`src/hdl/stalloc_pkg.sv`:
```
`timescale 1ns / 1ps
// ----------------------------------------------------------------------------
// Slot table allocator package
// Shared sizes, defaults and result status codes of the slot table allocator.
// ----------------------------------------------------------------------------
package stalloc_pkg;

    localparam int SLOTS_DEF      = 16;
    localparam int VALUE_BITS_DEF = 32;

    localparam int CFG_W        = 5;
    localparam int CFG_RESET    = 16;
    localparam int STATUS_W     = 2;
    localparam int SLOT_INDEX_W = 4;
    localparam int M_DATA_W     = ((STATUS_W + SLOT_INDEX_W + 7) / 8) * 8;

    localparam logic [STATUS_W-1:0] ST_DONE    = 2'd0;
    localparam logic [STATUS_W-1:0] ST_FULL    = 2'd1;
    localparam logic [STATUS_W-1:0] ST_MISSING = 2'd2;

endpackage

```
`src/hdl/stalloc_table.sv`:
```
`timescale 1ns / 1ps
// ----------------------------------------------------------------------------
// Slot table memory
// One write port and one read port with registered read data. Each entry
// holds the busy flag in its top bit and the stored value below it.
// ----------------------------------------------------------------------------
module stalloc_table #(
    parameter int SLOTS      = stalloc_pkg::SLOTS_DEF,
    parameter int VALUE_BITS = stalloc_pkg::VALUE_BITS_DEF
) (
    input  logic                      clk,
    input  logic                      rd_en,
    input  logic [$clog2(SLOTS)-1:0]  rd_addr,
    output logic [VALUE_BITS:0]       rd_data,
    input  logic                      wr_en,
    input  logic [$clog2(SLOTS)-1:0]  wr_addr,
    input  logic [VALUE_BITS:0]       wr_data
);

    logic [VALUE_BITS:0] mem [SLOTS];
    logic [VALUE_BITS:0] rd_data_reg;

    always_ff @(posedge clk)
    begin
        if (wr_en)
        begin
            mem[wr_addr] <= wr_data;
        end
    end

    always_ff @(posedge clk)
    begin
        if (rd_en)
        begin
            rd_data_reg <= mem[rd_addr];
        end
    end

    assign rd_data = rd_data_reg;

endmodule

```
`src/hdl/slot_table_allocator.sv`:
```
`timescale 1ns / 1ps
// ----------------------------------------------------------------------------
// Slot table allocator
// Fixed table of slots with busy flags and a free-slot hint, kept in one
// synchronous memory and served by a sequencer.
// ----------------------------------------------------------------------------
// A request enters on the s_ channel: s_tuser carries the action (add or
// delete) and s_tdata the value. One result per request leaves on the m_
// channel with the status and the slot index. The cfg_we/cfg_wdata port sets
// the number of slots in use; it is to be written only while the block is
// idle, which the block itself does not enforce. Requests are handled one at
// a time, and s_tready is high only while the sequencer waits for a request.
// An add that takes the hint slot passes S_WRITE, S_CHK_NEXT, where needed
// S_CHK_UP and S_CHK_DN, and S_RESP on its way to the result register. An
// add without a usable hint and every delete walk the memory one entry per
// cycle through its single read port. After reset a clearing pass writes
// every entry of the memory, one per cycle; no request is accepted during it.
// The result register parts the two sides: a new request is taken while a
// result still waits, and the sequencer holds its next result until the
// receiver has taken the previous one.
// ----------------------------------------------------------------------------
module slot_table_allocator #(
    parameter int SLOTS      = stalloc_pkg::SLOTS_DEF,
    parameter int VALUE_BITS = stalloc_pkg::VALUE_BITS_DEF
) (
    input  logic                                  clk,
    input  logic                                  rst_n,
    input  logic                                  cfg_we,
    input  logic [stalloc_pkg::CFG_W-1:0]         cfg_wdata,
    input  logic                                  s_tvalid,
    output logic                                  s_tready,
    // Fields from bit 0 up: value.
    input  logic [((VALUE_BITS + 7) / 8) * 8-1:0] s_tdata,
    // Fields from bit 0 up: action.
    input  logic [0:0]                            s_tuser,
    output logic                                  m_tvalid,
    input  logic                                  m_tready,
    // Fields from bit 0 up: status, slot_index, zero padding.
    output logic [stalloc_pkg::M_DATA_W-1:0]      m_tdata
);

    import stalloc_pkg::*;

    localparam int ADDR_W = $clog2(SLOTS);
    localparam int CNT_W  = $clog2(SLOTS + 1);

    typedef enum logic [7:0] {
        S_CLEAR    = 8'b0000_0001,
        S_IDLE     = 8'b0000_0010,
        S_SCAN     = 8'b0000_0100,
        S_WRITE    = 8'b0000_1000,
        S_CHK_NEXT = 8'b0001_0000,
        S_CHK_UP   = 8'b0010_0000,
        S_CHK_DN   = 8'b0100_0000,
        S_RESP     = 8'b1000_0000
    } state_t;

    state_t                state_reg, state_next;
    logic [CFG_W-1:0]      cfg_reg, cfg_next;
    logic                  action_reg, action_next;
    logic [VALUE_BITS-1:0] value_reg, value_next;
    logic [ADDR_W-1:0]     slot_reg, slot_next;
    logic [ADDR_W-1:0]     next_reg, next_next;
    logic [ADDR_W-1:0]     addr_reg, addr_next;
    logic [ADDR_W-1:0]     eval_addr_reg, eval_addr_next;
    logic                  eval_vld_reg, eval_vld_next;
    logic [STATUS_W-1:0]   status_reg, status_next;
    logic [ADDR_W-1:0]     res_slot_reg, res_slot_next;
    logic [ADDR_W-1:0]     hint_slot_reg, hint_slot_next;
    logic                  hint_valid_reg, hint_valid_next;
    logic                  m_tvalid_reg, m_tvalid_next;
    logic [M_DATA_W-1:0]   m_tdata_reg, m_tdata_next;

    logic                  rd_en;
    logic [ADDR_W-1:0]     rd_addr;
    logic [VALUE_BITS:0]   rd_data;
    logic                  wr_en;
    logic [ADDR_W-1:0]     wr_addr;
    logic [VALUE_BITS:0]   wr_data;

    logic [CNT_W-1:0]      live_n;
    logic [ADDR_W-1:0]     last_slot;
    logic                  have_hint;
    logic [ADDR_W-1:0]     hint_inc;
    logic                  rd_busy;
    logic                  scan_hit;
    logic                  inner_slot;

    stalloc_table #(
        .SLOTS      (SLOTS),
        .VALUE_BITS (VALUE_BITS)
    ) u_table (
        .clk     (clk),
        .rd_en   (rd_en),
        .rd_addr (rd_addr),
        .rd_data (rd_data),
        .wr_en   (wr_en),
        .wr_addr (wr_addr),
        .wr_data (wr_data)
    );

    always_comb
    begin
        if (32'(cfg_reg) > 32'(SLOTS))
        begin
            live_n = CNT_W'(SLOTS);
        end
        else if (cfg_reg == '0)
        begin
            live_n = CNT_W'(1);
        end
        else
        begin
            live_n = CNT_W'(cfg_reg);
        end
    end

    assign last_slot  = ADDR_W'(live_n - CNT_W'(1));
    assign have_hint  = hint_valid_reg && (CNT_W'(hint_slot_reg) < live_n);
    assign hint_inc   = (hint_slot_reg == last_slot) ? '0 : hint_slot_reg + 1'b1;
    assign rd_busy    = rd_data[VALUE_BITS];
    assign scan_hit   = eval_vld_reg &&
                        (action_reg ? (rd_busy && rd_data[VALUE_BITS-1:0] == value_reg)
                                    : !rd_busy);
    assign inner_slot = (slot_reg != '0) && ((CNT_W'(slot_reg) + CNT_W'(1)) < live_n);

    always_comb
    begin
        state_next      = state_reg;
        cfg_next        = cfg_we ? cfg_wdata : cfg_reg;
        action_next     = action_reg;
        value_next      = value_reg;
        slot_next       = slot_reg;
        next_next       = next_reg;
        addr_next       = addr_reg;
        eval_addr_next  = eval_addr_reg;
        eval_vld_next   = eval_vld_reg;
        status_next     = status_reg;
        res_slot_next   = res_slot_reg;
        hint_slot_next  = hint_slot_reg;
        hint_valid_next = hint_valid_reg;
        m_tvalid_next   = m_tvalid_reg && !m_tready;
        m_tdata_next    = m_tdata_reg;
        rd_en           = 1'b0;
        rd_addr         = addr_reg;
        wr_en           = 1'b0;
        wr_addr         = addr_reg;
        wr_data         = '0;

        case (state_reg)
            S_CLEAR:
            begin
                wr_en     = 1'b1;
                addr_next = addr_reg + 1'b1;
                if (addr_reg == ADDR_W'(SLOTS - 1))
                begin
                    addr_next  = '0;
                    state_next = S_IDLE;
                end
            end
            S_IDLE:
            begin
                if (s_tvalid)
                begin
                    action_next   = s_tuser[0];
                    value_next    = s_tdata[VALUE_BITS-1:0];
                    addr_next     = '0;
                    eval_vld_next = 1'b0;
                    slot_next     = hint_slot_reg;
                    next_next     = have_hint ? hint_inc : '0;
                    if (!s_tuser[0] && have_hint)
                    begin
                        state_next = S_WRITE;
                    end
                    else
                    begin
                        state_next = S_SCAN;
                    end
                end
            end
            S_SCAN:
            begin
                rd_en          = 1'b1;
                addr_next      = addr_reg + 1'b1;
                eval_addr_next = addr_reg;
                eval_vld_next  = 1'b1;
                if (scan_hit)
                begin
                    slot_next = eval_addr_reg;
                    if (action_reg)
                    begin
                        wr_en           = 1'b1;
                        wr_addr         = eval_addr_reg;
                        hint_slot_next  = eval_addr_reg;
                        hint_valid_next = 1'b1;
                        status_next     = ST_DONE;
                        res_slot_next   = eval_addr_reg;
                        state_next      = S_RESP;
                    end
                    else
                    begin
                        state_next = S_WRITE;
                    end
                end
                else if (eval_vld_reg && eval_addr_reg == last_slot)
                begin
                    status_next   = action_reg ? ST_MISSING : ST_FULL;
                    res_slot_next = '0;
                    state_next    = S_RESP;
                end
            end
            S_WRITE:
            begin
                wr_en         = 1'b1;
                wr_addr       = slot_reg;
                wr_data       = {1'b1, value_reg};
                rd_en         = 1'b1;
                rd_addr       = next_reg;
                status_next   = ST_DONE;
                res_slot_next = slot_reg;
                state_next    = S_CHK_NEXT;
            end
            S_CHK_NEXT:
            begin
                hint_slot_next = next_reg;
                rd_en          = 1'b1;
                rd_addr        = slot_reg + 1'b1;
                if (rd_busy || next_reg == slot_reg)
                begin
                    hint_valid_next = 1'b0;
                    state_next      = inner_slot ? S_CHK_UP : S_RESP;
                end
                else
                begin
                    hint_valid_next = 1'b1;
                    state_next      = S_RESP;
                end
            end
            S_CHK_UP:
            begin
                rd_en   = 1'b1;
                rd_addr = slot_reg - 1'b1;
                if (!rd_busy)
                begin
                    hint_slot_next  = slot_reg + 1'b1;
                    hint_valid_next = 1'b1;
                    state_next      = S_RESP;
                end
                else
                begin
                    state_next = S_CHK_DN;
                end
            end
            S_CHK_DN:
            begin
                if (!rd_busy)
                begin
                    hint_slot_next  = slot_reg - 1'b1;
                    hint_valid_next = 1'b1;
                end
                state_next = S_RESP;
            end
            S_RESP:
            begin
                if (!m_tvalid_reg || m_tready)
                begin
                    m_tvalid_next = 1'b1;
                    m_tdata_next  = M_DATA_W'({SLOT_INDEX_W'(res_slot_reg), status_reg});
                    state_next    = S_IDLE;
                end
            end
            default:
            begin
                state_next = S_IDLE;
            end
        endcase
    end

    always_ff @(posedge clk or negedge rst_n)
    begin
        if (!rst_n)
        begin
            state_reg      <= S_CLEAR;
            cfg_reg        <= CFG_W'(CFG_RESET);
            addr_reg       <= '0;
            eval_vld_reg   <= 1'b0;
            hint_slot_reg  <= '0;
            hint_valid_reg <= 1'b1;
            m_tvalid_reg   <= 1'b0;
        end
        else
        begin
            state_reg      <= state_next;
            cfg_reg        <= cfg_next;
            addr_reg       <= addr_next;
            eval_vld_reg   <= eval_vld_next;
            hint_slot_reg  <= hint_slot_next;
            hint_valid_reg <= hint_valid_next;
            m_tvalid_reg   <= m_tvalid_next;
        end
    end

    always_ff @(posedge clk)
    begin
        action_reg    <= action_next;
        value_reg     <= value_next;
        slot_reg      <= slot_next;
        next_reg      <= next_next;
        eval_addr_reg <= eval_addr_next;
        status_reg    <= status_next;
        res_slot_reg  <= res_slot_next;
        m_tdata_reg   <= m_tdata_next;
    end

    assign s_tready = (state_reg == S_IDLE);
    assign m_tvalid = m_tvalid_reg;
    assign m_tdata  = m_tdata_reg;

endmodule

```
`config.mk`:
```
export PLATFORM = sky130hd
export DESIGN_NAME = slot_table_allocator
export DESIGN_NICKNAME = d
export VERILOG_FILES = /design/src/hdl/stalloc_pkg.sv /design/src/hdl/stalloc_table.sv /design/src/hdl/slot_table_allocator.sv
export SDC_FILE = /design/constraint.sdc
export NUM_CORES = 1
export LEC_CHECK = 0
export ABC_CLOCK_PERIOD_IN_PS = 12000
export BUFFER_PORTS_ARGS = -buffer_cell sky130_fd_sc_hd__buf_2
export CORE_MARGIN = 4
export CORE_UTILIZATION = 25
export DETAILED_ROUTE_END_ITERATION = 8
export SYNTH_ARGS = -nofsm -noshare
export SYNTH_HDL_FRONTEND = slang
export SYNTH_SLANG_ARGS = --single-unit
export TNS_END_PERCENT = 10
```
`constraint.sdc`:
```
create_clock -name clk -period 12 [get_ports clk]
set_clock_uncertainty 0.1 [all_clocks]
set_input_delay 2.4 -clock clk [delete_from_list [all_inputs] [get_ports clk]]
set_output_delay 2.4 -clock clk [all_outputs]
set_load 0.005 [all_outputs]
```
==> run summary, run 1 <==
Status: complete, no violations
Final hold slack: 318 ps
RSZ-0062 raised after global routing: no
1st-pass router iterations: 5
Die height: 333 um
Dpl hpwl: 35.7 mm
First-iteration detailed-routing DRC count: 1,515
TritonCTS Buffers: 66
PwrDens: 194 mW/mm^2
First-pass GRT wire length: 97.6 mm
Period minus WS final: 5960 ps
Root buffer cell: clkbuf_16
Count of cell types in the netlist: 65
Post-CTS setup buffers: 0
Register Area: 0.0192 mm^2
Max clock buf depth: 3
IO Port Bufs: 50
Async SR Flop Fraction: 3.74%
CTS hold repair buffers: 0
Max IR drop VDD: 107 uV
Critical path type: flip-flop to flip-flop
Routed vias/inst: 4.68
Max Slew Vio Count: 0
Share of layout cells above drive strength 1: 11.5%
Vias: 15,400
Residual DRC count: 0
Post-synth EDFFs: 618
Routed WL per cell: 20.1 um
H-tree Lvls: 3
Row cnt: 119
Number of routed nets with antenna violations: 0
Clock slew at reported path FFs: 60 ps
Synth Flop Type: edfxtp_1
Hold Crit Depth: 0
Initial Util: 25.1%
Multi-input gate area: 0.00686 mm^2
CP max FO: 89
Synthesized area: 0.0264 mm^2
Total power: 5920 uW
Final period util: 49.7%
Max transition margin: 25.0%
Synth Area per Inst: 14.6 um^2
Total GRT Usage: 11.5%
Area Growth Syn to Fin: 15.2%
Leakage dissipation: 0.0111 uW
Max reg flops: 528
Die width: 333 um
Required @ worst endpoint: 12,250 ps
Final core utilization: 29.0%
Hold WC Path Type: flip-flop to flip-flop
Pin count of the biggest net entering global routing: 97
Final wirelength: 66.3 mm
TritonCTS clock tree: done
WP data arrival: 6210 ps
Die ar.: 0.111 mm^2
Post-synth top area share: 70.2%
Synth Warn #: 0
Vias in the first global route: 15,000
Fmax: 168 MHz
GRT Residual Overflow: 0
Total negative slack: 0 ps
Initial antenna violation count: 3
Max-cap violations: 0
Final hold vios: 0
Resize count post-CTS: 0
Tightest Pin Transition: 1110 ps
GPL Wtd Cong: 0.813
Area leader, netlist: edfxtp_1
Post-synthesis sequential area ratio: 72.5%
TritonCTS Sinks: 642
CP endpoint kind: flip-flop
Fillers: 10,500
Core Region: 0.105 mm^2
Final nets: 1,910
Setup crit start kind: flip-flop
R2R depth: 11
# setup viols final: 0
Clock latency on the worst-skew pair: 610 ps
Area contributors post-synth: edfxtp_1, nand2_1, mux2i_1
Yosys reg bits: 642
Ports: 53
Cells after synthesis: 1,805
kinds of logic after synthesis:
kind of cell    share of synthesized area, %
flops                                   72.5
simple gates                            11.0
compound gates                          7.88
buf+inv                                 2.05
mux                                     4.28
xor+xnor                                1.69
fa+ha+maj                              0.568
other cells                           0.0142
through the flow:
stage               setup WS (ps)  cells  instance area [um^2]
floorplan                    6640   1806                 26400
global placement             6280   3178                 28300
detailed placement           6140   3178                 28300
CTS                          6130   3295                 30400
global route                 5660   3295                 30400
finish                       6040   3296                 30400
report_power, final:
part / leakage, uW / internal, uW / switching, uW
logic: 0.00317 / 430 / 845
registers: 0.00693 / 2560 / 94.4
clock network: 0.00100 / 1130 / 862
synthesized netlist by cell type (4+ instances only):
library cell and number:
nor2b_1 5, nand2_1 304, xor2_1 39, buf_6 7, a32o_1 33, a21oi_1 8, nor2_1 38, dfrtp_1 21
nor3_1 15, nand3b_1 36, a211oi_1 68, and3b_1 5, a22oi_1 4, o21ai_0 17, a21o_1 5, a221o_1 34
nor3b_1 9, buf_2 28, inv_1 11, clkbuf_1 66, xnor2_1 12, or3_1 5, a31oi_1 68, nor4_1 16
edfxtp_1 618, ha_1 12, mux2i_1 103, and2_1 99, nand2b_1 5, a22o_1 7, mux2_2 9, nand3_1 46
nand4_1 5
worst max-delay path, cell delays in order, from the launching register on:
cell     delay (ps)
dfrtp_1         470
nor4_2          530
nand3_1         470
inv_2           150
buf_4           680
o221a_4         560
buf_4           780
buf_4           960
mux2i_1         290
mux2i_1         100
a32o_1          230
a221o_1         260
cell type report:
type / count / area share, %
Sequential cell: 642 / 62.9
Multi-Input combinational cell: 1045 / 22.5
Tap cell: 1391 / 5.72
Clock buffer: 81 / 5.68
Timing Repair Buffer: 87 / 1.73
Clock inverter: 36 / 1.22
Inverter: 13 / 0.160
Antenna cell: 1 / 0.00822
final timing paths:
check / from / end / slack, ps
worst max-delay path: state_reg[5] / u_table.rd_data[12] / 6040
worst min-delay path: res_slot_reg[0] / m_tdata[2] / 320
worst max register to register: state_reg[5] / u_table.rd_data[12] / 6040
worst min register to register: res_slot_reg[0] / m_tdata[2] / 320
max in group asynchronous: rst_n / eval_vld_reg / 9690
min in group asynchronous: rst_n / cfg_reg[3] / 1700
cell usage in the layout (no fill, tap or decap), types with 39 or more instances in the layout:
| cell type | synthesis | routed |
|---|---|---|
| a31oi_1 | 68 | 68 |
| edfxtp_1 | 618 | 618 |
| xor2_1 | 39 | 39 |
| buf_2 | 28 | 50 |
| mux2i_1 | 103 | 103 |
| nand3_1 | 46 | 45 |
| and2_1 | 99 | 99 |
| a211oi_1 | 68 | 68 |
| clkbuf_16 | 0 | 67 |
| nand2_1 | 304 | 304 |
per-layer routing:
metal	vias up	share of wire (%)	global-route usage (%)
met4	0	2.6	3.25
met2	573	46	18.2
met5	-	0	0
li1	7009	-	-
met3	108	6.6	2.32
met1	7747	45	16.2
Note: power is estimated with default switching activity, not from simulation.
==> run 2, diff against run 1 <==
Settings changed: ABC_AREA set to 1, ABC_CLOCK_PERIOD_IN_PS 12000 to 6000.
Clock period 12 ns to 6 ns, I/O delays scaled along.
==> run summary, run 2 <==
Max-cap violations: 0 (unchanged)
Finished Layout Cells: 4,021 (was 3,296)
Async SR Flop Fraction: 3.74% (unchanged)
Initial Util: 25.3% (was 25.1%)
GPL Wtd Cong: 0.838 (was 0.813)
Critical path type: flip-flop to flip-flop (unchanged)
Status: complete, no violations (unchanged)
Synth cell count leaders: nand2_1, edfxtp_1, inv_1, nand3_1, o211ai_1 (was edfxtp_1, nand2_1, mux2i_1, and2_1)
Setup crit start kind: flip-flop (unchanged)
Residual DRC count: 0 (unchanged)
Total power: 12,800 uW (was 5920 uW)
Commonest non-fill, non-tap cell in the layout: nand2_1 (was edfxtp_1)
H-tree Lvls: 3 (unchanged)
Internal Power: 8500 uW (was 4120 uW)
Required @ worst endpoint: 6210 ps (was 12,250 ps)
Number of routed nets with antenna violations: 0 (unchanged)
Max transition margin: 13.3% (was 25.0%)
Synthesized area: 0.0277 mm^2 (was 0.0264 mm^2)
Ports: 53 (unchanged)
Post-synth top area share: 67.0% (was 70.2%)
Hold WC Path Type: flip-flop to flip-flop (unchanged)
Max clock buf depth: 3 (unchanged)
Total negative slack: 0 ps (unchanged)
Max reg flops: 528 (unchanged)
Post-synth EDFFs: 618 (unchanged)
TritonCTS Sinks: 642 (unchanged)
Cells after synthesis: 2,451 (was 1,805)
Hold Crit Depth: 0 (unchanged)
Final wirelength: 73.0 mm (was 66.3 mm)
Area contributors post-synth: edfxtp_1, nand2_1, o211ai_1 (was edfxtp_1, nand2_1, mux2i_1)
Final nets: 2,545 (was 1,910)
IO Port Bufs: 50 (unchanged)
Tightest Pin Transition: 1300 ps (was 1110 ps)
Area leader, netlist: edfxtp_1 (unchanged)
Sw power: 4280 uW (was 1800 uW)
Total GRT Usage: 12.4% (was 11.5%)
Post-CTS setup buffers: 0 (unchanged)
Synth Area per Inst: 11.3 um^2 (was 14.6 um^2)
Clk network pwr share: 32.6% (was 33.6%)
Routed vias/inst: 4.52 (was 4.68)
Yosys reg bits: 642 (unchanged)
Count of cell types in the netlist: 47 (was 65)
Dpl hpwl: 41.2 mm (was 35.7 mm)
First-iteration detailed-routing DRC count: 1,666 (was 1,515)
Final period util: 71.4% (was 49.7%)
CP max FO: 25 (was 89)
Area Growth Syn to Fin: 15.2% (about the same)
Seq pwr share: 41.8% (was 44.9%)
Pin count of the biggest net entering global routing: 144 (was 97)
Die width: 341 um (was 333 um)
Synth Flop Type: edfxtp_1 (unchanged)
Net Sw Frac: 33.5% (was 30.4%)
Fmax: 233 MHz (was 168 MHz)
Most frequent cells in the layout: nand2_1, edfxtp_1, inv_1, nand3_1, o211ai_1 (was edfxtp_1, nand2_1, mux2i_1, and2_1)
1st-pass router iterations: 5 (unchanged)
# setup viols final: 0 (unchanged)
Most common cell in the netlist: nand2_1 (was edfxtp_1)
Row cnt: 121 (was 119)
Resize count post-CTS: 0 (unchanged)
Die height: 341 um (was 333 um)
R2R depth: 12 (was 11)
PwrDens: 401 mW/mm^2 (was 194 mW/mm^2)
Max IR drop VDD: 336 uV (was 107 uV)
Vias: 18,200 (was 15,400)
Setup ws final: 1710 ps (was 6040 ps)
Logic pwr share: 25.6% (was 21.5%)
Fillers: 11,200 (was 10,500)
Die ar.: 0.116 mm^2 (was 0.111 mm^2)
Period minus WS final: 4290 ps (was 5960 ps)
Synth Warn #: 0 (unchanged)
Clock slew at reported path FFs: 60 ps (about the same)
GRT Residual Overflow: 0 (unchanged)
Routed WL per cell: 18.2 um (was 20.1 um)
CP endpoint kind: flip-flop (unchanged)
WP data arrival: 4490 ps (was 6210 ps)
First-pass GRT wire length: 111 mm (was 97.6 mm)
Max Slew Vio Count: 0 (unchanged)
Share of layout cells above drive strength 1: 9.16% (was 11.5%)
RSZ-0062 raised after global routing: no (unchanged)
Clock latency on the worst-skew pair: 630 ps (was 610 ps)
CTS hold repair buffers: 0 (unchanged)
TritonCTS Buffers: 69 (was 66)
Root buffer cell: clkbuf_16 (unchanged)
Vias in the first global route: 17,500 (was 15,000)
Leakage dissipation: 0.0122 uW (was 0.0111 uW)
Post-synthesis sequential area ratio: 69.1% (was 72.5%)
Placed Cells incl. Taps: 3,895 (was 3,178)
Initial antenna violation count: 10 (was 3)
Final hold vios: 0 (unchanged)
TritonCTS clock tree: done (unchanged)
Core Region: 0.109 mm^2 (was 0.105 mm^2)
DP Worst Slack: 1760 ps (was 6140 ps)
[run 2: per-stage QoR]
step	hold WS (ps)	instance area [um^2]	utilization (%)
floorplan	300	27700	-
global placement	305	29700	27.2
detailed placement	308	29700	27.2
CTS	321	31900	29.2
global route	326	31900	29.2
finish	317	31900	29.2
[run 2: final timing paths]
| path | from | to | slack (ps) |
|---|---|---|---|
| max | state_reg[5] | u_table.mem[5][14] | 1710 |
| min | res_slot_reg[3] | m_tdata[5] | 320 |
| max reg2reg | state_reg[5] | u_table.mem[5][14] | 1710 |
| min reg2reg | res_slot_reg[3] | m_tdata[5] | 320 |
| max in group asynchronous | rst_n | state_reg[1] | 4930 |
| min in group asynchronous | rst_n | cfg_reg[0] | 480 |
[run 2: layout make-up]
| type | count | area [um^2] | area share, % |
|---|---|---|---|
| repair buffers | 89 | 606 | 1.90 |
| diodes | 1 | 2.50 | 0.00784 |
| clock inverters | 45 | 403 | 1.26 |
| well taps | 1476 | 1850 | 5.79 |
| multi-input cells | 1358 | 6870 | 21.5 |
| flip-flops and latches | 642 | 19200 | 60.0 |
| clock buffers | 80 | 1790 | 5.60 |
| inverters | 330 | 1240 | 3.90 |
[run 2: metal layers]
metal	GRT usage (%)	vias up	share of wire, %
li1	-	8546	-
met1	17.3	8846	45
met2	19.4	640	45
met3	2.67	119	7.1
met4	3.50	8	2.5
met5	0	-	0.068
[run 2: power by group through the flow]
stage | Clock (uW) | Sequential, uW | Combinational (uW)
floorplan | 0 | 5370 | 2390
global placement | 0 | 5430 | 3250
detailed placement | 0 | 5430 | 3270
CTS | 4240 | 5340 | 3280
global route | 4420 | 5360 | 3670
finish | 4170 | 5340 | 3270
[run 2: critical path, stage by stage, from the launching register on]
cell and delay, ps:
dfrtp_1 390, nor2_1 180, nand2_1 160, inv_2 110
nand4_4 360, inv_4 430, nor2_1 130, inv_1 180
o21ai_0 110, nor2_1 210, nand2_1 280, nor2_4 920
buf_4 380
[run 2: cell families after synthesis]
family	count (synthesis)	share of synthesized area (%)
and+or+nand+nor	1061	16.2
DFF	642	69.1
buffers and inverters	452	6.68
AOI/OAI and AO/OA	265	6.85
xor gates and xnor gates	17	0.537
adders and majority gates	12	0.542
other	1	0.0135
muxes	1	0.0406
==> run 3, diff against run 2 <==
Settings changed: ABC_AREA 1 to 0, ABC_CLOCK_PERIOD_IN_PS 6000 to 3850.
Clock period 6 ns to 3.85 ns, I/O delays scaled along.
==> run summary, run 3 (same netlist as run 1, synthesis figures left out) <==
Max transition margin: 52.8% (was 13.3%)
Initial Util: 25.1% (was 25.3%)
WP data arrival: 3930 ps (was 4490 ps)
Period minus WS final: 3690 ps (was 4290 ps)
Final period util: 95.8% (was 71.4%)
Commonest non-fill, non-tap cell in the layout: edfxtp_1 (was nand2_1)
Vias: 15,800 (was 18,200)
Number of routed nets with antenna violations: 0 (unchanged)
Die height: 333 um (was 341 um)
Critical path type: flip-flop to flip-flop (unchanged)
Fillers: 10,500 (was 11,200)
Fmax: 271 MHz (was 233 MHz)
Clock latency on the worst-skew pair: 650 ps (was 630 ps)
# setup viols final: 0 (unchanged)
Total power: 18,500 uW (was 12,800 uW)
IO Port Bufs: 50 (unchanged)
Pin count of the biggest net entering global routing: 113 (was 144)
CP max FO: 17 (was 25)
PwrDens: 592 mW/mm^2 (was 401 mW/mm^2)
TritonCTS Buffers: 60 (was 69)
Most frequent cells in the layout: edfxtp_1, nand2_1, mux2i_1, and2_1 (was nand2_1, edfxtp_1, inv_1, nand3_1, o211ai_1)
TritonCTS Sinks: 642 (unchanged)
Worst Setup SP: value_reg[21] (was state_reg[5])
Residual DRC count: 0 (unchanged)
Share of layout cells above drive strength 1: 13.5% (was 9.16%)
Post-CTS setup buffers: 0 (unchanged)
Reg2reg end: u_table.mem[15][9] (was u_table.mem[5][14])
Vias in the first global route: 15,400 (was 17,500)
TritonCTS clock tree: done (unchanged)
R2R depth: 10 (was 12)
Tightest Pin Transition: 709 ps (was 1300 ps)
Final wirelength: 67.7 mm (was 73.0 mm)
Root buffer cell: clkbuf_16 (unchanged)
Final hold vios: 0 (unchanged)
Initial antenna violation count: 1 (was 10)
Leakage dissipation: 0.0115 uW (was 0.0122 uW)
H-tree Lvls: 2 (was 3)
Max Slew Vio Count: 0 (unchanged)
Routed vias/inst: 4.75 (was 4.52)
Hold WC Path Type: primary input to async pin (was flip-flop to flip-flop)
First-pass GRT wire length: 100 mm (was 111 mm)
RSZ-0062 raised after global routing: no (unchanged)
First-iteration detailed-routing DRC count: 1,640 (was 1,666)
Setup crit start kind: flip-flop (unchanged)
Final hold slack: 39.8 ps (was 317 ps)
GRT Residual Overflow: 0 (unchanged)
Design area: 0.0312 mm^2 (was 0.0319 mm^2)
Max clock buf depth: 3 (unchanged)
Die width: 333 um (was 341 um)
Clock slew at reported path FFs: 60 ps (about the same)
Worst reg-to-reg setup slack: 160 ps (was 1710 ps)
Ports: 53 (unchanged)
Status: complete, no violations (unchanged)
RR Startpoint: value_reg[21] (was state_reg[5])
Max reg flops: 528 (unchanged)
Die ar.: 0.111 mm^2 (was 0.116 mm^2)
Required @ worst endpoint: 4090 ps (was 6210 ps)
CP endpoint kind: flip-flop (unchanged)
Area Growth Syn to Fin: 18.0% (was 15.2%)
GPL Wtd Cong: 0.815 (was 0.838)
Total GRT Usage: 11.8% (was 12.4%)
Dpl hpwl: 39.2 mm (was 41.2 mm)
Row cnt: 119 (was 121)
Max-cap violations: 0 (unchanged)
Core Region: 0.105 mm^2 (was 0.109 mm^2)
1st-pass router iterations: 5 (unchanged)
# diodes: 0 (was 1)
Placed inst area: 0.0293 mm^2 (was 0.0297 mm^2)
Total negative slack: 0 ps (unchanged)
Max IR drop VDD: 598 uV (was 336 uV)
Routed WL per cell: 20.3 um (was 18.2 um)
Final nets: 1,952 (was 2,545)
==> run 3: routing by layer <==
metal	up-vias	track usage (%)	wire length, um
met3	96	1.70	4860
met2	605	18.8	31500
met5	-	0	0
met1	8058	16.9	30100
li1	7084	-	-
met4	0	2.84	1280
==> run 3: timing repair <==
action,in CTS,in global routing
hold buffers,0,0
setup endpoints to repair,0,2
resized for setup,0,1
==> run 3: power breakdown <==
group          total (uW)  switching [uW]  leakage [uW]  internal (uW)
registers            8290             306       0.00693           7980
logic                4340            2740       0.00361           1590
clock network        5830            2600      0.000939           3230
==> run 3: critical path, cell delays in order (launching register included) <==
cell	delay [ps]
edfxtp_1	550
xor2_1	210
nor4_1	460
nand4_1	200
nor4_1	380
buf_4	230
a22o_1	160
a21o_1	350
buf_4	250
and3b_2	260
buf_12	200
==> run 3: worst max-delay path by stage <==
| stage | endpoint | slack [ps] | cells past startpoint |
|---|---|---|---|
| finish | u_table.mem[15][9] | 160 | 10 |
| global route | u_table.mem[15][15] | 30 | 10 |
| CTS | u_table.rd_data[15] | 160 | 9 |
| detailed placement | u_table.rd_data[14] | 180 | 9 |
| global placement | u_table.rd_data[14] | 200 | 9 |
| floorplan | u_table.mem[10][0] | -400 | 8 |
==> run 3: cell type report <==
| cell class | instances | area, um^2 | area share, % |
|---|---|---|---|
| Clock buffer | 74 | 1560 | 5.01 |
| Tap cell | 1391 | 1740 | 5.58 |
| Sequential cell | 642 | 19200 | 61.4 |
| Timing Repair Buffer | 135 | 1390 | 4.46 |
| Inverter | 13 | 48.8 | 0.156 |
| Clock inverter | 36 | 349 | 1.12 |
| Multi-Input combinational cell | 1045 | 6940 | 22.2 |
==> run 3: metrics by stage <==
stage / worst slack (ps) / util (%) / std cells
2_1_floorplan: -403 / - / 1806
3_3_place_gp: 203 / 27.9 / 3226
3_5_place_dp: 181 / 27.9 / 3226
4_1_cts: 163 / 29.7 / 3336
5_1_grt: 26.4 / 29.7 / 3336
6_report: 163 / 29.7 / 3336
